File: src/rtl/pwcs_pkg.sv
// Shared types and constants for the pulse width command sender.
package pwcs_pkg;

	localparam int COUNT_WIDTH = 16;
	localparam int LEN_WIDTH   = 16;
	localparam int CMP_WIDTH   = (COUNT_WIDTH > LEN_WIDTH) ? COUNT_WIDTH : LEN_WIDTH;
	localparam int CFG_WIDTH   = 16;

	localparam logic [7:0]           RST_MELODY_LIMIT  = 8'd255;
	localparam logic [7:0]           RST_MELODY_OFFSET = 8'd0;
	localparam logic [7:0]           RST_VOLUME_LIMIT  = 8'd255;
	localparam logic [7:0]           RST_VOLUME_OFFSET = 8'd0;
	localparam logic [LEN_WIDTH-1:0] RST_START_TICKS   = LEN_WIDTH'(6000);
	localparam logic [LEN_WIDTH-1:0] RST_LONG_TICKS    = LEN_WIDTH'(1500);
	localparam logic [LEN_WIDTH-1:0] RST_SHORT_TICKS   = LEN_WIDTH'(500);
	localparam logic [LEN_WIDTH-1:0] RST_GAP_TICKS     = LEN_WIDTH'(200);

	typedef enum logic [2:0] {
		REG_MELODY_LIMIT  = 3'd0,
		REG_MELODY_OFFSET = 3'd1,
		REG_VOLUME_LIMIT  = 3'd2,
		REG_VOLUME_OFFSET = 3'd3,
		REG_START_TICKS   = 3'd4,
		REG_LONG_TICKS    = 3'd5,
		REG_SHORT_TICKS   = 3'd6,
		REG_GAP_TICKS     = 3'd7
	} reg_idx_t;

	typedef enum logic [1:0] {
		OP_TICK   = 2'd0,
		OP_MELODY = 2'd1,
		OP_VOLUME = 2'd2,
		OP_RAW    = 2'd3
	} op_t;

	typedef enum logic [1:0] {
		ST_NONE  = 2'd0,
		ST_OK    = 2'd1,
		ST_RANGE = 2'd2,
		ST_BUSY  = 2'd3
	} status_t;

	typedef enum logic [2:0] {
		PH_IDLE  = 3'd0,
		PH_START = 3'd1,
		PH_LOW   = 3'd2,
		PH_HIGH  = 3'd3,
		PH_GAP   = 3'd4
	} phase_t;

endpackage

File: src/rtl/pulse_width_command_sender_top.sv
// Pulse width command sender: one-wire frame timing driven by tick and command beats.
//
// Each input beat is either a tick (one unit of time) or a command (melody, volume,
// raw byte); every beat yields exactly one result beat with the line level, busy flag
// and status. The block takes one beat per clock cycle unless the result side stalls.
// A beat is first held in the input register; the frame state is updated as it moves
// into the result register, where its result is presented. A stall on the result side
// holds both registers and reaches in_stall in the same cycle. Configuration writes are
// taken at any cycle the write enable is high.
module pulse_width_command_sender_top import pwcs_pkg::*; (
	input  logic                 clk,
	input  logic                 arst_n,
	input  logic                 cfg_we,
	input  logic [2:0]           cfg_index,
	input  logic [CFG_WIDTH-1:0] cfg_wdata,
	input  logic                 in_valid,
	output logic                 in_stall,
	input  logic [1:0]           op,
	input  logic [7:0]           value,
	output logic                 out_valid,
	input  logic                 out_stall,
	output logic                 line_level,
	output logic                 busy_res,
	output logic [1:0]           status
);

	localparam logic [COUNT_WIDTH-1:0] CNT_MAX = {COUNT_WIDTH{1'b1}};

	logic [7:0]           melody_limit_q, melody_offset_q, volume_limit_q, volume_offset_q;
	logic [LEN_WIDTH-1:0] start_ticks_q, long_ticks_q, short_ticks_q, gap_ticks_q;

	logic                 valid_s1;
	op_t                  op_s1;
	logic [7:0]           value_s1;

	logic                 valid_s2;
	logic                 level_s2, busy_s2;
	status_t              status_s2;

	phase_t               phase_q, phase_d;
	logic [COUNT_WIDTH-1:0] cnt_q, cnt_d, cnt_inc;
	logic [2:0]           bit_q, bit_d;
	logic [7:0]           shift_q, shift_d;
	logic                 wire_q, wire_d;
	status_t              status_d;

	logic                 move_s1, take_in;
	logic [LEN_WIDTH-1:0] len;
	logic                 phase_done;

	// configuration registers
	always_ff @(posedge clk or negedge arst_n) begin
		if (!arst_n) begin
			melody_limit_q  <= RST_MELODY_LIMIT;
			melody_offset_q <= RST_MELODY_OFFSET;
			volume_limit_q  <= RST_VOLUME_LIMIT;
			volume_offset_q <= RST_VOLUME_OFFSET;
			start_ticks_q   <= RST_START_TICKS;
			long_ticks_q    <= RST_LONG_TICKS;
			short_ticks_q   <= RST_SHORT_TICKS;
			gap_ticks_q     <= RST_GAP_TICKS;
		end else if (cfg_we) begin
			case (reg_idx_t'(cfg_index))
				REG_MELODY_LIMIT:  melody_limit_q  <= cfg_wdata[7:0];
				REG_MELODY_OFFSET: melody_offset_q <= cfg_wdata[7:0];
				REG_VOLUME_LIMIT:  volume_limit_q  <= cfg_wdata[7:0];
				REG_VOLUME_OFFSET: volume_offset_q <= cfg_wdata[7:0];
				REG_START_TICKS:   start_ticks_q   <= cfg_wdata[LEN_WIDTH-1:0];
				REG_LONG_TICKS:    long_ticks_q    <= cfg_wdata[LEN_WIDTH-1:0];
				REG_SHORT_TICKS:   short_ticks_q   <= cfg_wdata[LEN_WIDTH-1:0];
				REG_GAP_TICKS:     gap_ticks_q     <= cfg_wdata[LEN_WIDTH-1:0];
				default: ;
			endcase
		end
	end

	// pipeline handshake
	assign move_s1  = valid_s1 && (!valid_s2 || !out_stall);
	assign in_stall = valid_s1 && !move_s1;
	assign take_in  = in_valid && !in_stall;

	always_ff @(posedge clk or negedge arst_n) begin
		if (!arst_n) begin
			valid_s1 <= 1'b0;
			valid_s2 <= 1'b0;
		end else begin
			if (take_in)
				valid_s1 <= 1'b1;
			else if (move_s1)
				valid_s1 <= 1'b0;
			if (move_s1)
				valid_s2 <= 1'b1;
			else if (!out_stall)
				valid_s2 <= 1'b0;
		end
	end

	always_ff @(posedge clk) begin
		if (take_in) begin
			op_s1    <= op_t'(op);
			value_s1 <= value;
		end
	end

	// phase length, read live from the registers
	always_comb begin
		case (phase_q)
			PH_START: len = start_ticks_q;
			PH_LOW:   len = shift_q[0] ? short_ticks_q : long_ticks_q;
			PH_HIGH:  len = shift_q[0] ? long_ticks_q : short_ticks_q;
			PH_GAP:   len = gap_ticks_q;
			default:  len = LEN_WIDTH'(1);
		endcase
	end

	// saturate the count; a zero length ends the phase like a length of one
	assign cnt_inc    = (cnt_q != CNT_MAX) ? cnt_q + COUNT_WIDTH'(1) : cnt_q;
	assign phase_done = (CMP_WIDTH'(cnt_inc) >= CMP_WIDTH'(len)) || (cnt_inc == CNT_MAX);

	always_comb begin
		phase_d  = phase_q;
		cnt_d    = cnt_q;
		bit_d    = bit_q;
		shift_d  = shift_q;
		wire_d   = wire_q;
		status_d = ST_NONE;
		if (op_s1 == OP_TICK) begin
			if (phase_q != PH_IDLE) begin
				cnt_d = cnt_inc;
				if (phase_done) begin
					cnt_d = '0;
					case (phase_q)
						PH_START: begin
							phase_d = PH_LOW;
							wire_d  = 1'b0;
						end
						PH_LOW: begin
							phase_d = PH_HIGH;
							wire_d  = 1'b1;
						end
						PH_HIGH: begin
							wire_d = 1'b0;
							if (bit_q == 3'd7) begin
								phase_d = PH_GAP;
							end else begin
								phase_d = PH_LOW;
								bit_d   = bit_q + 3'd1;
								shift_d = {1'b0, shift_q[7:1]};
							end
						end
						default: begin
							phase_d = PH_IDLE;
							wire_d  = 1'b0;
						end
					endcase
				end
			end
		end else if (phase_q != PH_IDLE) begin
			status_d = ST_BUSY;
		end else if (op_s1 == OP_MELODY && value_s1 > melody_limit_q) begin
			status_d = ST_RANGE;
		end else if (op_s1 == OP_VOLUME && value_s1 > volume_limit_q) begin
			status_d = ST_RANGE;
		end else begin
			// launch: offset wraps modulo 256
			case (op_s1)
				OP_MELODY: shift_d = melody_offset_q + value_s1;
				OP_VOLUME: shift_d = volume_offset_q + value_s1;
				default:   shift_d = value_s1;
			endcase
			status_d = ST_OK;
			phase_d  = PH_START;
			wire_d   = 1'b1;
			cnt_d    = '0;
			bit_d    = 3'd0;
		end
	end

	always_ff @(posedge clk or negedge arst_n) begin
		if (!arst_n) begin
			phase_q <= PH_IDLE;
			cnt_q   <= '0;
			bit_q   <= 3'd0;
			shift_q <= 8'd0;
			wire_q  <= 1'b0;
		end else if (move_s1) begin
			phase_q <= phase_d;
			cnt_q   <= cnt_d;
			bit_q   <= bit_d;
			shift_q <= shift_d;
			wire_q  <= wire_d;
		end
	end

	always_ff @(posedge clk) begin
		if (move_s1) begin
			level_s2  <= wire_d;
			busy_s2   <= (phase_d != PH_IDLE);
			status_s2 <= status_d;
		end
	end

	assign out_valid  = valid_s2;
	assign line_level = level_s2;
	assign busy_res   = busy_s2;
	assign status     = status_s2;

`ifndef SYNTHESIS
	a_ok_starts_frame: assert property (@(posedge clk) disable iff (!arst_n)
		(valid_s2 && status_s2 == ST_OK) |-> (level_s2 && busy_s2))
		else $error("accepted command did not start a frame");

	a_busy_reject: assert property (@(posedge clk) disable iff (!arst_n)
		(valid_s2 && status_s2 == ST_BUSY) |-> busy_s2)
		else $error("busy rejection reported while idle");

	a_idle_line_low: assert property (@(posedge clk) disable iff (!arst_n)
		(phase_q == PH_IDLE) |-> (!wire_q && cnt_q == '0))
		else $error("line or count not cleared while idle");

	a_hold_on_stall: assert property (@(posedge clk) disable iff (!arst_n)
		(valid_s1 && valid_s2 && out_stall) |=> ($stable(phase_q) && $stable(cnt_q)))
		else $error("frame state moved while the result was stalled");
`endif

endmodule

File: config.mk
export PLATFORM = sky130hd
export DESIGN_NAME = pulse_width_command_sender_top
export DESIGN_NICKNAME = d
export VERILOG_FILES = /design/src/rtl/pwcs_pkg.sv /design/src/rtl/pulse_width_command_sender_top.sv
export SDC_FILE = /design/constraint.sdc
export NUM_CORES = 1
export LEC_CHECK = 0
export BUFFER_PORTS_ARGS = -buffer_cell sky130_fd_sc_hd__clkbuf_2
export CAP_MARGIN = 20
export CORE_AREA = 5 5 123 125
export CTS_BUF_LIST = sky130_fd_sc_hd__clkbuf_8
export DETAILED_ROUTE_END_ITERATION = 8
export DIE_AREA = 0 0 128 130
export PLACE_DENSITY = 0.84
export SYNTH_ARGS = -nofsm -noshare
export SYNTH_HDL_FRONTEND = slang
export SYNTH_SLANG_ARGS = --single-unit
File: constraint.sdc
create_clock -name clk -period 4.5 [get_ports clk]
set_input_delay 0.675 -clock clk [delete_from_list [all_inputs] [get_ports clk]]
set_output_delay 0.675 -clock clk [all_outputs]
set_load 0.005 [all_outputs]
Yosys cells after proc, flatten, opt, wreduce, memory -nomap -nowiden
Cells that the tools add are included.
- add/sub/neg operators: 4
- equality and inequality tests: 24
- div/mod/pow operators: 0
- shift-type cells: 0
- reduce and logical (&&, ||, !) cells: 26
- bitwise operators: 0
- multiply operators: 0
- muxes and demuxes: 49
- $lt $le $gt $ge: 3
- operators by type and width (operator ; count):
    16-bit 2-to-1 mux ; 9
    8-bit 2-to-1 mux ; 8
    16-bit one-hot mux with 4 select lines ; 1
    3-bit 2-to-1 mux ; 15
    3-bit == test, second input constant ; 6
    16-bit by 1-bit adder with 16-bit output, second input constant ; 1
    8-bit adder ; 2
    16-bit == test, second input constant ; 1
    16-bit greater-or-equal comparator ; 1
    8-bit > comparator ; 2
    16-bit inequality test, second input constant ; 1
    8-bit one-hot mux with 2 select lines ; 1
    2-bit AND reduction ; 8
    3-bit by 2-bit == test with 1-bit output, second input constant ; 4
    1-bit 2-to-1 mux ; 11
    2-bit inequality test, second input constant ; 5
    3-bit one-hot mux with 3 select lines ; 1
    8-bit AND reduction ; 1
    3-bit by 1-bit == test with 1-bit output, second input constant ; 2
    2-bit 2-to-1 mux ; 3
    2-bit by 1-bit inequality test with 1-bit output, second input constant ; 3
    3-bit nonzero test ; 2
    1-bit logical AND ; 5
    5-bit AND reduction ; 1
    8 further kinds ; 12
- memories: 0
- memory bits (read-only): 0
- output and inout port bits: 6
- RAM bits: 0
- logic and storage cells: 126
- input bits: 34
- bits in latches: 0
- register bits: 143

Longest topological paths before layout
Gate-level depths: netlist of the first run.
- depth in word-level cells: 8
- gate-level depth with buffers: 17
- depth with buffers taken out: 14

Least setup slack after synthesis of the first run
OpenSTA, ideal clock, no wires.
- kind: register to register
- start point: register cnt_q[0]
- end point: register bit_q[0]
- setup slack: 0.725 ns
- library setup time: 0.128 ns
- clock period less this slack: 3.775 ns
- stages on the path, launching flop included: 17
- path buffers: 2
- arrival: 3.647 ns
- data required time: 4.372 ns
- cell sequence: dfrtp_1 ha_1 nand4_4 or4_1 buf_2 and2_1 xor2_1 ha_1 a21o_1 a21o_1 a211oi_1 o31ai_1 a21oi_1 o22a_1 a211oi_2 buf_4 mux2_1
- longest elaborated chain between the ends: 6
- elaborated cells on any way between the ends: 8
- those cells by class: add/sub: 1; order compare: 1; eq/ne: 3; mux: 1; reduce/logical: 2
- ends and longest elaborated chain (item ; RTL line ; RTL):
    from (decl) ; pulse_width_command_sender_top.sv:41 ; logic [COUNT_WIDTH-1:0] cnt_q, cnt_d, cnt_inc;
    from (signal assigned) ; pulse_width_command_sender_top.sv:188 ; cnt_q <= cnt_d;
    16-bit by 1-bit adder with 16-bit output / 16-bit inequality test (equally long branches) ; pulse_width_command_sender_top.sv:117 ; assign cnt_inc = (cnt_q != CNT_MAX) ? cnt_q + COUNT_WIDTH'(1) : cnt_q;
    16-bit 2-to-1 mux * ; pulse_width_command_sender_top.sv:117 ;
    16-bit greater-or-equal comparator / 16-bit == test (equally long branches) ; pulse_width_command_sender_top.sv:118 ; assign phase_done = (CMP_WIDTH'(cnt_inc) >= CMP_WIDTH'(len)) || (cnt_inc == CNT_MAX);
    1-bit logical OR * ; pulse_width_command_sender_top.sv:118 ;
    2-bit inequality test (no line) * ; - ;
    8-bit AND reduction (no line) * ; - ;
    to (signal assigned) ; pulse_width_command_sender_top.sv:189 ; bit_q <= bit_d;
    to (decl) ; pulse_width_command_sender_top.sv:42 ; logic [2:0] bit_q, bit_d;
Mark *: on every way between the ends. The rest lies on a longest branch, timed or not.
A chain may end at the register's enable or synchronous reset.

Worst setup path after layout of the first run
Same ends and word-level chain as after synthesis.

==> results of run 1 <==
[cells in the final DEF, fill, tap and decap left out, drive strengths merged, types with 3 or more instances in the layout]
cell	Yosys	layout
mux2	100	100
dfrtp	90	90
clkbuf	37	55
nand2	51	51
nor2	46	46
ha	45	45
dfstp	39	39
a21oi	35	35
inv	32	35
o21ai	33	33
a22oi	29	29
buf	11	25
a221oi	14	14
a22o	14	14
edfxtp	14	14
xnor2	12	12
a21o	12	12
mux2i	11	11
nand4	10	10
nand3	8	8
and2	8	8
a211oi	8	8
and4	7	7
nand2b	7	7
nor3	7	7
a31oi	7	7
xor2	6	6
clkinv	0	6
nor4	5	5
nor2b	5	5
o31ai	5	5
bufinv	0	5
nor3b	5	5
and3	4	4
o32ai	3	3
nand4b	3	3
[worst max-delay path by stage]
stage                 end  slack (ns)
2_1_floorplan    bit_q[0]        0.73
3_3_place_gp   shift_q[0]        0.26
3_5_place_dp   shift_q[3]        0.15
4_1_cts          bit_q[0]        0.08
5_1_grt          bit_q[0]        0.02
6_report         bit_q[0]        0.22
[worst reg2reg max path, delay by kind of cell (launching register included)]
kind                       cells  cell delay, ns
AOI/OAI and AO/OA              6            1.24
xor gates and xnor gates       1            0.16
adders and majority gates      2            0.71
buffers and inverters          1            0.18
and+or+nand+nor                4            1.01
muxes                          1            0.40
DFF                            1            0.46
[state kept, by name, indices dropped and copies added (netlist names), 2 cells and up]
| register | count |
|---|---|
| bit_q | 3 |
| cnt_q | 16 |
| gap_ticks_q | 16 |
| long_ticks_q | 16 |
| melody_limit_q | 8 |
| melody_offset_q | 8 |
| op_s1 | 2 |
| phase_q | 3 |
| shift_q | 8 |
| short_ticks_q | 16 |
| start_ticks_q | 16 |
| status | 2 |
| value_s1 | 8 |
| volume_limit_q | 8 |
| volume_offset_q | 8 |
[through the flow]
step                cells  utilization [%]  total power [mW]  area [um2]  setup slack, ns
global route          984             66.0              4.23        9090           0.0194
finish                984             66.0              4.00        9090            0.217
detailed placement    950             62.3              2.82        8580            0.152
floorplan             757                -              2.49        8200            0.725
CTS                   982             65.6              4.00        9040           0.0772
global placement      950             62.3              2.71        8580            0.257
[timing repair]
item                       4_1_cts  5_1_grt
gates resized for setup          0        2
setup endpoints to repair        0       21
setup buffers                    0        0
hold buffers                     0        0
[metal layers]
layer | share of wire [%] | wire length, um
met1 | 42 | 8180
met4 | 1.9 | 365
met2 | 50 | 9680
met3 | 6.7 | 1300
met5 | 0 | 0
[power by group through the flow]
stage | registers, mW | clock network [mW] | logic [mW]
2_1_floorplan | 1.74 | 0 | 0.745
3_3_place_gp | 1.77 | 0 | 0.935
3_5_place_dp | 1.80 | 0 | 1.02
4_1_cts | 1.78 | 1.18 | 1.04
5_1_grt | 1.81 | 1.24 | 1.17
6_report | 1.78 | 1.16 | 1.05
[layout make-up]
class	instances	area, um2
Clock inverter	15	218
Tap cell	180	225
Multi-Input combinational cell	534	4200
Inverter	32	120
Timing Repair Buffer	63	405
Sequential cell	143	3700
Clock buffer	17	234
Fill cell	1048	4680
[kinds of logic after synthesis]
| group | Yosys count | synth area share [%] |
|---|---|---|
| AO/OA/AOI/OAI | 183 | 15.6 |
| buffers and inverters | 80 | 4.00 |
| adder cells (fa/ha/maj) | 46 | 7.11 |
| multiplexers | 111 | 15.1 |
| AND/OR/NAND/NOR | 176 | 11.2 |
| XOR/XNOR | 18 | 1.92 |
| flip-flops | 143 | 45.1 |
==> results.cfg, run 1 <==
[power]
p_per_area_mw_per_mm2 = 439
p_seq_share_pct = 44.6
p_leak_nw = 3.97
p_int_mw = 2.75
power.share.switching_pct = 31.3
clockPowerShare_pct = 29.1
switchingPower_mw = 1.25
ir_drop_mv = 0.270
power_frac_comb_pct = 26.3

[worst_setup_path]
cp_cell_sequence = ha_1, nand4_4, or4_1, buf_4, nand3_1, nor2_1, xor2_1, ha_1, a21o_1, a211oi_1, o211ai_1, a21oi_1, o22a_1, a211oi_4, mux2_1
crit_cells = 15
cp-end-kind = flip-flop
r2r_cells = 15
critPathSlowestCell = a211oi_4
r2r_end = bit_q[0]
cp_max_fo = 11
startpoint_type = flip-flop
slowest_delay_ns = 0.59
crit_family = compound AO/OA/AOI/OAI gates
r2r_slack_ns = 0.22
crit_start = cnt_q[0]
rr_startpoint = cnt_q[0]
critPathArrivalTime_ns = 4.62
cp.required_ns = 4.83
cpMostUsedCell = ha_1
path_class = flip-flop to flip-flop
timing.critical_path.buf_inv = 1

[routing]
drc_errors = 0
drt_pass1_iterations = 7
wl_per_cell_um = 19.8
vias_per_cell = 6.36
drt_iter0_markers = 578
vias = 6263
detail-route-antenna-nets = 0
routed_wl_mm = 19.5

[global_routing]
grtUsageMet3_pct = 5.40
met1_usage_pct = 32.1
grt_pass1_wl_mm = 32.6
use_met2_pct = 41.2
grt_max_degree = 80
gr-total-overflow = 0
grt_util_all_layers_pct = 24.7
grt-busiest-layer = met2
antenna_found_initial = 0
grt_pass1_vias = 6463

[yosys]
ys_warn_count = 0
async_flop_share_pct = 90.2
synth_area_leaders = dfrtp_1, dfstp_2, mux2_1
syn-num-nets = 837
synth_top_area_share_pct = 27.5
yosys.cell_types.count = 72
ys_seq_area_share_pct = 45.1
synth_edf_count = 14
yosysMostFrequentCell = dfrtp_1
synth_cells = 757
syn_area_per_cell_um2 = 10.8
synth_ff_type = dfrtp_1
synth-seq-cells = 143
yosysTopAreaCell = dfrtp_1
synth_area_mm2 = 0.00820
synth_commonest_cells = dfrtp_1, mux2_1, nand2_1

[timing]
tns_ns = 0
rsz0062_at_grt = no
setup_viol = 0
max_slew_margin_pct = 27.9
period_share_pct = 95.2
period_minus_slack_ns = 4.28
fmax_ghz = 0.233
maxSlewViolCount = 0
worst_pin_slew_ns = 1.08
hold_viol = 0
finClkSkew_ns = 0.0118
holdWs_ns = 0.0701

[clock_tree]
clockBufferDepth = 2
cts_buffers = 17
h-tree-depth = 4
clockRootBuffer = clkbuf_8
clk_latency_ns = 0.46
cts.sinks = 143
cts.clk_slew.worst_paths_ns = 0.09
cts_tree = built

[flow_run]
drv_cap = 0

[place]
place_congestion = 0.923
io_buffer_count = 39
dp_hpwl_mm = 13.6

[final_layout]
diodes = 0
area_growth_pct = 10.9
nNetsFinal = 871
drive_above_1_share_pct = 22.6

[die]
dieWidth_um = 128
ios = 40
start_util_pct = 59.5
core_area_mm2 = 0.0138
design.die.area_mm2 = 0.0166
fp-row-count = 43
die_y_um = 130

[run_status]
status = complete, no violations

[worst_hold_path]
hp-class = input port to asynchronous set/reset pin
Note: power is estimated with default switching activity, not from simulation.
==> inputs of run 2 (changes only) <==
--- a/config.mk
+++ b/config.mk
@@ -5,13 +5,13 @@
 export SDC_FILE = /design/constraint.sdc
 export NUM_CORES = 1
 export LEC_CHECK = 0
-export BUFFER_PORTS_ARGS = -buffer_cell sky130_fd_sc_hd__clkbuf_2
 export CAP_MARGIN = 20
 export CORE_AREA = 5 5 123 125
 export CTS_BUF_LIST = sky130_fd_sc_hd__clkbuf_8
 export DETAILED_ROUTE_END_ITERATION = 8
 export DIE_AREA = 0 0 128 130
-export PLACE_DENSITY = 0.84
+export DONT_BUFFER_PORTS = 1
+export PLACE_DENSITY = 0.81
 export SYNTH_ARGS = -nofsm -noshare
 export SYNTH_HDL_FRONTEND = slang
 export SYNTH_SLANG_ARGS = --single-unit
==> results.cfg, run 2 (synthesis results as in run 1) <==
[run_status]
status = complete, no violations

[routing]
vias_per_cell = 6.50
vias = 6123
drc_errors = 0
wl_per_cell_um = 19.9
routed_wl_mm = 18.8
drt_pass1_iterations = 5
drt_iter0_markers = 534
detail-route-antenna-nets = 0

[clock_tree]
clockRootBuffer = clkbuf_8
post_cts_buffers = 0
cts.sinks = 143
cts.clk_slew.worst_paths_ns = 0.08
clockBufferDepth = 2
h-tree-depth = 4
cts_buffers = 17
clk_latency_ns = 0.46
cts_tree = built

[worst_setup_path]
startpoint_type = flip-flop
path_class = flip-flop to flip-flop
r2r_cells = 14
cp.required_ns = 4.83
cp-end-kind = flip-flop
cp_max_fo = 11
critPathArrivalTime_ns = 4.64

[final_layout]
diodes = 0
final_common_cell = dfrtp_1
drive_above_1_share_pct = 18.1
most-common-layout-cells = dfrtp_1, mux2_1, nand2_1, nor2_1, ha_1
nNetsFinal = 829
stdcell_count = 942
area_growth_pct = 8.52

[timing]
hold_viol = 0
layout_setup_ws_ns = 0.187
worst_pin_slew_ns = 1.10
max_slew_margin_pct = 26.1
period_share_pct = 95.9
maxSlewViolCount = 0
period_minus_slack_ns = 4.31
holdWs_ns = 0.0557
finClkSkew_ns = 0.0118
setup_viol = 0
tns_ns = 0
fmax_ghz = 0.232

[die]
ios = 40
core_area_mm2 = 0.0138
design.die.area_mm2 = 0.0166
start_util_pct = 59.5
die_y_um = 130
fp-row-count = 43
dieWidth_um = 128

[power]
p_per_area_mw_per_mm2 = 450
p_leak_nw = 3.81
power.total_mw = 4.00
ir_drop_mv = 0.253

[global_routing]
grt_max_degree = 91
gr-total-overflow = 0
grt_pass1_wl_mm = 31.3
antenna_found_initial = 0
grt_util_all_layers_pct = 23.8
grt_pass1_vias = 6294

[flow_run]
drv_cap = 0

[place]
place_congestion = 0.937
pre_cts_slack_ns = 0.104
dp.cells = 908
io_buffer_count = 0
dp_hpwl_mm = 13.0

[worst_hold_path]
hp-class = input port to asynchronous set/reset pin
-- run 2: cell types whose count changed in the layout (fill, tap and decap cells not counted), sizes merged --
cell    before  now
buf         25   21
clkbuf      55   19
clkinv       6    3
bufinv       5    6
-- run 2: cell type report --
class | count | area [um2]
multi-input combinational | 534 | 4190
fill | 1046 | 4880
timing repair buffer | 21 | 185
tap | 180 | 225
clock inverter | 13 | 219
clock buffer | 19 | 262
inverter | 32 | 120
sequential | 143 | 3700
-- run 2: report_power, final --
part | leakage (nW) | internal (mW) | switching, mW | total [mW]
clock | 0.248 | 0.740 | 0.495 | 1.24
combinational | 1.91 | 0.448 | 0.503 | 0.951
sequential | 1.65 | 1.62 | 0.201 | 1.82
total | 3.81 | 2.81 | 1.20 | 4.00
-- run 2: worst paths after layout --
kind	to	start	slack [ns]
worst min register to register	melody_offset_q[6]	melody_offset_q[6]	0.49
max in group asynchronous	short_ticks_q[9]	arst_n	4.01
worst max register to register	shift_q[4]	cnt_q[0]	0.19
worst min-delay path	volume_limit_q[7]	arst_n	0.06
min in group clk	melody_limit_q[5]	cfg_wdata[5]	0.31
worst max-delay path	shift_q[4]	cnt_q[0]	0.19
-- run 2: repair_timing --
action / in CTS / in global routing
gates resized for setup: 0 / 1
hold endpoints to repair: 90 / 0
setup endpoints to repair: 0 / 11
hold buffers: 1 / 0
-- run 2: stage by stage --
stage / util [%] / instance area, um2
after floorplan: - / 8200
after global placement: 60.7 / 8360
after detailed placement: 60.7 / 8370
after CTS: 64.4 / 8870
after global routing: 64.6 / 8900
final: 64.6 / 8900
-- run 2: layer usage --
layer  GRT usage [%]  vias to the layer above  routed length [um]
met1            30.3                     3083                8000
li1                -                     2777                   -
met2            39.9                      223                9230
met5               0                        -                   0
met3            5.28                       40                1140
met4            9.24                        0                 389
-- run 2: critical path: stages, from the launching register on --
cell	delay, ns
dfrtp_1	0.49
ha_1	0.35
nand4_4	0.19
or4_1	0.57
and2_1	0.18
xor2_1	0.16
ha_1	0.32
a21o_1	0.12
a21o_1	0.13
a211oi_1	0.08
o31ai_1	0.25
a21oi_1	0.11
o22a_1	0.23
a211oi_4	0.58
mux2_1	0.41
